**config.mk**
```make
export PLATFORM = sky130hd
export DESIGN_NAME = dst_state_ram
export DESIGN_NICKNAME = d
export VERILOG_FILES = /design/src/hw/rtl/dst_pkg.sv /design/src/hw/rtl/dst_state_ram.sv
export SDC_FILE = /design/constraint.sdc
export NUM_CORES = 2
export LEC_CHECK = 0
export BUFFER_PORTS_ARGS = -buffer_cell sky130_fd_sc_hd__buf_2
export CAP_MARGIN = 20
export CORE_MARGIN = 10
export CORE_UTILIZATION = 60
export DETAILED_ROUTE_END_ITERATION = 10
export GPL_TIMING_DRIVEN = 0
export PLACE_DENSITY = 0.77
export SKIP_CTS_REPAIR_TIMING = 1
export SLEW_MARGIN = 10
export SYNTH_ARGS = -nofsm -noshare
export SYNTH_HDL_FRONTEND = slang
export SYNTH_SLANG_ARGS = --single-unit
export TNS_END_PERCENT = 30
```
**constraint.sdc**
```tcl
create_clock -name aclk -period 5.13 [get_ports aclk]
set_clock_uncertainty 0.05 [all_clocks]
set_input_delay 0.2565 -clock aclk [delete_from_list [all_inputs] [get_ports aclk]]
set_output_delay 0.2565 -clock aclk [all_outputs]
set_load 0.02 [all_outputs]
```
**src/hw/rtl/dst_pkg.sv**
```systemverilog
// Shared types, constants and helper functions for the descriptor slot table.
// Used by the state RAM, the core and the testbench; depends on nothing.
`timescale 1ns / 1ps

package dst_pkg;

    // Table geometry. Slot states are kept in rows of ROW_SLOTS slots.
    localparam int TABLE_DEPTH = 1024;
    localparam int FD_W        = 12;
    localparam int DESC_W      = 16;
    localparam int OP_W        = 3;
    localparam int STATUS_W    = 2;
    localparam int IDX_W       = $clog2(TABLE_DEPTH);
    localparam int COL_W       = 5;
    localparam int ROW_SLOTS   = 1 << COL_W;
    localparam int ROWS        = (TABLE_DEPTH + ROW_SLOTS - 1) / ROW_SLOTS;
    localparam int ROW_AW      = (ROWS > 1) ? $clog2(ROWS) : 1;
    localparam int ROWPOS_W    = ROW_AW + COL_W;

    localparam logic [FD_W:0] FD_LIMIT = (FD_W + 1)'(TABLE_DEPTH);

    // Slot state codes.
    localparam logic [1:0] SLOT_EMPTY    = 2'd0;
    localparam logic [1:0] SLOT_RESERVED = 2'd1;
    localparam logic [1:0] SLOT_BOUND    = 2'd2;

    // Operation codes.
    localparam logic [OP_W-1:0] OP_ALLOC   = 3'd0;
    localparam logic [OP_W-1:0] OP_BIND    = 3'd1;
    localparam logic [OP_W-1:0] OP_RELEASE = 3'd2;
    localparam logic [OP_W-1:0] OP_CLOSE   = 3'd3;
    localparam logic [OP_W-1:0] OP_DUP     = 3'd4;
    localparam logic [OP_W-1:0] OP_DUP2    = 3'd5;
    localparam logic [OP_W-1:0] OP_LOOKUP  = 3'd6;

    // Status codes.
    localparam logic [STATUS_W-1:0] STS_OK    = 2'd0;
    localparam logic [STATUS_W-1:0] STS_BADFD = 2'd1;
    localparam logic [STATUS_W-1:0] STS_FULL  = 2'd2;

    typedef logic [1:0] slot_code_t;
    typedef slot_code_t [ROW_SLOTS-1:0] state_row_t;

    typedef struct packed {
        logic              en;
        logic [ROW_AW-1:0] addr;
        state_row_t        row;
        logic              has_free;
    } row_wr_t;

    typedef struct packed {
        logic [OP_W-1:0]   operation;
        logic [FD_W-1:0]   target_fd;
        logic [FD_W-1:0]   second_fd;
        logic [DESC_W-1:0] description_id;
    } in_item_t;

    typedef struct packed {
        logic [FD_W-1:0]     result_fd;
        logic [DESC_W-1:0]   result_description;
        logic [STATUS_W-1:0] status;
    } out_item_t;

    // Index of the lowest row whose summary bit is set.
    function automatic logic [ROW_AW-1:0] lowest_row(input logic [ROWS-1:0] v);
        logic [ROW_AW-1:0] idx;
        idx = '0;
        for (int i = ROWS - 1; i >= 0; i--) begin
            if (v[i]) begin
                idx = ROW_AW'(i);
            end
        end
        return idx;
    endfunction

    // Index of the lowest set bit within one row.
    function automatic logic [COL_W-1:0] lowest_col(input logic [ROW_SLOTS-1:0] v);
        logic [COL_W-1:0] idx;
        idx = '0;
        for (int i = ROW_SLOTS - 1; i >= 0; i--) begin
            if (v[i]) begin
                idx = COL_W'(i);
            end
        end
        return idx;
    endfunction

    // Marks the slots of a row that lie inside the table.
    function automatic logic [ROW_SLOTS-1:0] row_mask(input logic [ROW_AW-1:0] row);
        logic [ROW_SLOTS-1:0] m;
        for (int c = 0; c < ROW_SLOTS; c++) begin
            m[c] = (int'(row) * ROW_SLOTS + c) < TABLE_DEPTH;
        end
        return m;
    endfunction

    // Empty, in-range slots of a row.
    function automatic logic [ROW_SLOTS-1:0] empty_bits(input state_row_t r,
                                                        input logic [ROW_AW-1:0] row);
        logic [ROW_SLOTS-1:0] m;
        logic [ROW_SLOTS-1:0] e;
        m = row_mask(row);
        for (int c = 0; c < ROW_SLOTS; c++) begin
            e[c] = (r[c] == SLOT_EMPTY) && m[c];
        end
        return e;
    endfunction

endpackage

```
**src/hw/rtl/dst_state_ram.sv**
```systemverilog
// Row memory of slot states with per-row valid bits and a per-row free summary.
// Depends on dst_pkg.
`timescale 1ns / 1ps

module dst_state_ram (
    input  logic                       aclk,
    input  logic                       aresetn,
    input  logic                       rd_en,
    input  logic [dst_pkg::ROW_AW-1:0] rd_addr,
    output dst_pkg::state_row_t        rd_row,
    input  dst_pkg::row_wr_t           wr,
    output logic [dst_pkg::ROW_AW-1:0] free_row,
    output logic                       any_free
);

    dst_pkg::state_row_t         mem [dst_pkg::ROWS];
    dst_pkg::state_row_t         rd_data_reg;
    logic                        rd_valid_reg;
    logic [dst_pkg::ROWS-1:0]    row_valid_reg;
    logic [dst_pkg::ROWS-1:0]    row_free_reg;

    always_ff @(posedge aclk) begin
        if (wr.en) begin
            mem[wr.addr] <= wr.row;
        end
        if (rd_en) begin
            rd_data_reg <= mem[rd_addr];
        end
    end

    // A row that was never written reads as all empty.
    always_ff @(posedge aclk) begin
        if (!aresetn) begin
            row_valid_reg <= '0;
            row_free_reg  <= '1;
            rd_valid_reg  <= 1'b0;
        end else begin
            if (wr.en) begin
                row_valid_reg[wr.addr] <= 1'b1;
                row_free_reg[wr.addr]  <= wr.has_free;
            end
            if (rd_en) begin
                rd_valid_reg <= row_valid_reg[rd_addr];
            end
        end
    end

    assign rd_row   = rd_valid_reg ? rd_data_reg : {dst_pkg::ROW_SLOTS{dst_pkg::SLOT_EMPTY}};
    assign free_row = dst_pkg::lowest_row(row_free_reg);
    assign any_free = |row_free_reg;

endmodule

```
Word level (Yosys, flattened, before mapping)
Memory sizes are Yosys's and may differ from the RTL's. A register that Yosys moved wholly into a read port is not among the register bits.
Index checks and enable logic that the tools add are counted.
{"block": "word_totals", "ff_bits": 65, "mem_count": 1, "elab_cells": 50, "inputBits": 79, "out_inout_bits": 70, "ramBits": 2048}
{"name": "mem", "words": 32, "width": 64, "rd": 1, "rd_ports_with_merged_regs": 1, "write_ports": 1, "line": "dst_state_ram.sv:16", "source": "dst_pkg::state_row_t mem [dst_pkg::ROWS];"}
{"block": "classes", "reduce_logical": 2, "n_lt_le_gt_ge": 3, "bitwise_logic": 1, "n_mux": 40}
{"operator": "$mux W5", "n": 32}
{"operator": "$mux W64", "n": 1}
{"operator": "$bwmux W32", "n": 1}
{"operator": "$or A32 B32 Y32", "n": 1}
{"operator": "$reduce_or A32 Y1", "n": 1}
{"operator": "$lt A5 B6 Y1 const B", "n": 2}
{"operator": "$bmux W1 S5", "n": 1}
{"operator": "$demux W1 S5", "n": 1}
{"operator": "$ge A5 B1 Y1 const B", "n": 1}
{"operator": "$mux W1", "n": 4}
{"operator": "$logic_and A1 B1 Y1", "n": 1}

Depth between registers and ports, before layout
{"block": "logic_depth", "word_depth": 32, "mapped_depth": 9, "ltp_nobuf": 6}

Least setup slack after synthesis
Ideal clock, no wire load.
{"block": "synth_path", "kind": "input to register", "startpoint": "input wr[65] (netlist name)", "endpoint": "memory mem[4][0] (netlist name), enable pin", "setup_time_ns": 0.489, "path_buffers": 1, "t_arrival_ns": 3.733, "slack_ns": 0.857, "required_time_ns": 4.591, "cell_stages": 3, "cell_sequence": "or3b_2 -> clkbuf_1 -> nor2_1"}
{"item": "from (decl)", "line": "dst_state_ram.sv:11", "source": "input dst_pkg::row_wr_t wr,"}
{"item": "to (decl)", "line": "dst_state_ram.sv:16"}
Straight into the memory's write port.

Final worst setup path
{"block": "layout_path", "startpoint": "register row_free_reg[30] (netlist name)", "endpoint": "output free_row[1] (netlist name)"}
{"block": "layout_between", "elab_chain_len": 31}
{"item": "from (decl)", "line": "dst_state_ram.sv:20", "source": "logic [dst_pkg::ROWS-1:0] row_free_reg;"}
{"item": "from (signal, indexed assignment)", "line": "dst_state_ram.sv:40", "source": "row_free_reg[wr.addr] <= wr.has_free;"}
{"item": "$mux W5 (31 in a row)", "line": "dst_pkg.sv:69", "source": "if (v[i]) begin"}
{"item": "to (decl)", "line": "dst_state_ram.sv:12", "source": "output logic [dst_pkg::ROW_AW-1:0] free_row,"}
No other way between the ends.

==> metrics.txt <==
placed cells 5430; status finished clean; Yosys reg bits 2177; total number of vias slightly above 40000; EDFF count, synth 2112; post-route insts no fill 5882; synthesized instance count 3377; Post-route DRC 0; Max Slew Vio Count 0; Seq/Total Area, Yosys 0.784; Hold Path Class in2reg; routed vias/inst 6.99; Hold Fails Final Rpt 0; CP cell instances nor2_1 -> o31ai_1 -> a211oi_1 -> o311ai_0 -> a31oi_1 -> nor4_1 -> buf_2; DIE AREA approximately 150000 um^2; Num Clock Sinks 2177; critical path arrival 2.95 ns; slowest cell on the critical path nor4_1; share of cells above drive strength 1 0.333; ANT nets after route 0; Initial DRC Count 6651; Highest Clock Rate 0.307 GHz; PwrDens 384 nW/um^2; Synth Warn # 0; I/O pin count 149; setup TNS 0 ns; core area 137000 um^2; hpwl dp 126 mm; GRT overflow 0; max reg flops 2048; Max VDD drop 0.372 mV; Die Y between 300 and 400 um; CTS root buf clkbuf_16; CP startpoint row_free_reg[30]; CP startpoint kind register; CTS Buf Count around 200; H-Tree Level Count 4; max_slew headroom 0.153; Max Buffers Root-to-Sink 3; CTS clk-pin slew, worst paths 0.07 ns; largest net degree at the start of global routing 38; final period utilization 0.635; RSZ-0062 raised after global routing false; total of max-cap violations 0; Critical R2R Launch mem[31][24]; CTS tree built; Leak 0.0301 uW; crit path capture type output pin; post-synthesis average cell area 24.4 um^2; HP Start wr[65]; setup violators final 0; Worst Path Required slightly below 5 ns; Synth cell types 38; Initial DRT Pass Iterations 6; RD Place Congestion 0.805; syn_nets 3456; slowest stage delay, CP around 0.50 ns; initial antenna violation count 10; WP buf/inv 1; Post-synth top flop edfxtp_1; Synth Cell Area 82500 um^2; number of global-route vias before repair roughly 42000; IO Port Bufs 143; area grow syn2layout 15.7%; Die Wd around 390 um; Setup CP Type reg2out; crit path max fanout 3; Async SR Flop Fraction 0; Initial Util 0.602; worst-skew pair later-pin latency ~0.85 ns; first-pass GRT wire length 316 mm; Routed WL 221 mm; row cnt between 100 and 150; Top delay family on crit path compound AO/OA/AOI/OAI gates; Layout Nets ~4000; total track usage 0.292; Avg WL per Cell 37.5 um; Worst R2R Setup Slack 2.96 ns; Worst Tran Pin Value about 1.3 ns; Tmin final 3.26 ns
## cell usage in the layout (no fill, tap or decap), types with 6 or more instances in the layout
master,count
nand2_1,41
nor4_1,8
buf_2,194
bufinv_16,15
nor2_1,15
buf_8,6
clkinv_2,36
buf_6,6
clkbuf_16,208
edfxtp_1,2112
clkinv_1,56
buf_1,20
inv_1,9
clkinv_8,6
mux4_2,648
o21a_1,32
nor2_4,32
dlygate4sd3_1,68
nand3_1,31
a21oi_1,9
buf_12,78
clkbuf_1,123
diode_2,8
dfxtp_1,65
buf_16,33
o211ai_1,7
and2_1,65
buf_4,12
o21ai_0,32
mux2_2,64
## report_power, final
| part | internal [uW] | switching, uW | total [uW] |
|---|---|---|---|
| sequential | 19800 | 79.4 | 19800 |
| clock | 8180 | 6630 | 14800 |
| combinational | 820 | 1170 | 1990 |
| total | 28800 | 7880 | 36600 |
## area by class of cell
class                      count  area, um^2
antenna                        8        20.0
tap                         1794        2240
multi-input combinational   1015       17200
fill                        7573       41700
clock buffer                 246        5350
sequential                  2177       64700
timing repair buffer         330        3980
inverter                       9        33.8
clock inverter               127        1090
buffer                       176         802
## metrics by stage
stage / hold slack, ns / instance area (um^2) / power (uW) / worst slack [ns] / util
after floorplan: 0.305 / 82500 / 21300 / 0.857 / -
after global placement: 0.391 / 85500 / 22000 / -3.38 / 0.623
after detailed placement: 0.400 / 88300 / 22100 / 1.32 / 0.644
after CTS: -0.336 / 94700 / 36700 / 1.89 / 0.691
after global routing: 0.118 / 95500 / 37500 / 1.71 / 0.696
final: 0.101 / 95500 / 36600 / 1.87 / 0.696
## cells in the mapped netlist, types with 2 or more instances
master | instances | area, um^2
clkbuf_1 | 89 | 334
o31ai_1 | 2 | 15.0
and2_1 | 65 | 407
o211ai_1 | 7 | 52.6
nand3b_1 | 5 | 37.5
or3b_2 | 3 | 26.3
nor2_1 | 47 | 176
a21oi_1 | 9 | 45.0
buf_2 | 52 | 260
a31oi_1 | 2 | 12.5
o21a_1 | 32 | 240
nor3_1 | 5 | 25.0
dfxtp_1 | 65 | 1300
nor4_1 | 8 | 50.1
edfxtp_1 | 2112 | 63400
nand2_1 | 41 | 154
buf_4 | 11 | 82.6
or4_1 | 2 | 15.0
o21ai_0 | 32 | 160
inv_1 | 8 | 30.0
buf_6 | 4 | 45.0
buf_1 | 20 | 75.1
mux2_2 | 64 | 721
nand3_1 | 31 | 155
mux4_2 | 648 | 14600
## final timing paths
kind / to / depth (start not counted)
worst max-delay path: free_row[1] / 7
worst min-delay path: mem[24][3] / 3
worst max register to register: rd_data_reg[24] / 3
worst min register to register: row_valid_reg[2] / 1
## worst register-to-register path, stage by stage (launching register included)
cell      delay, ns
edfxtp_1       0.44
mux4_2         0.54
mux4_2         0.58
mux2_2         0.31
## logic make-up (layout without fill, tap and decap cells)
kind of cell / after synthesis / in the layout / share of synthesized area
compound gates: 91 / 91 / 0.00711
buf+inv: 185 / 888 / 0.0101
flops: 2177 / 2177 / 0.784
mux: 712 / 712 / 0.186
other cells: 0 / 8 / 0
simple gates: 212 / 212 / 0.0131
## routing by layer
| layer | part of all wire | track usage | vias up |
|---|---|---|---|
| li1 | - | - | 15600 |
| met1 | 0.34 | 0.383 | 21500 |
| met2 | 0.51 | 0.486 | 3340 |
| met3 | 0.11 | 0.0554 | 655 |
| met4 | 0.048 | 0.126 | 8 |
| met5 | 0.00021 | 0 | - |
Power figures use the tool's default switching activity.
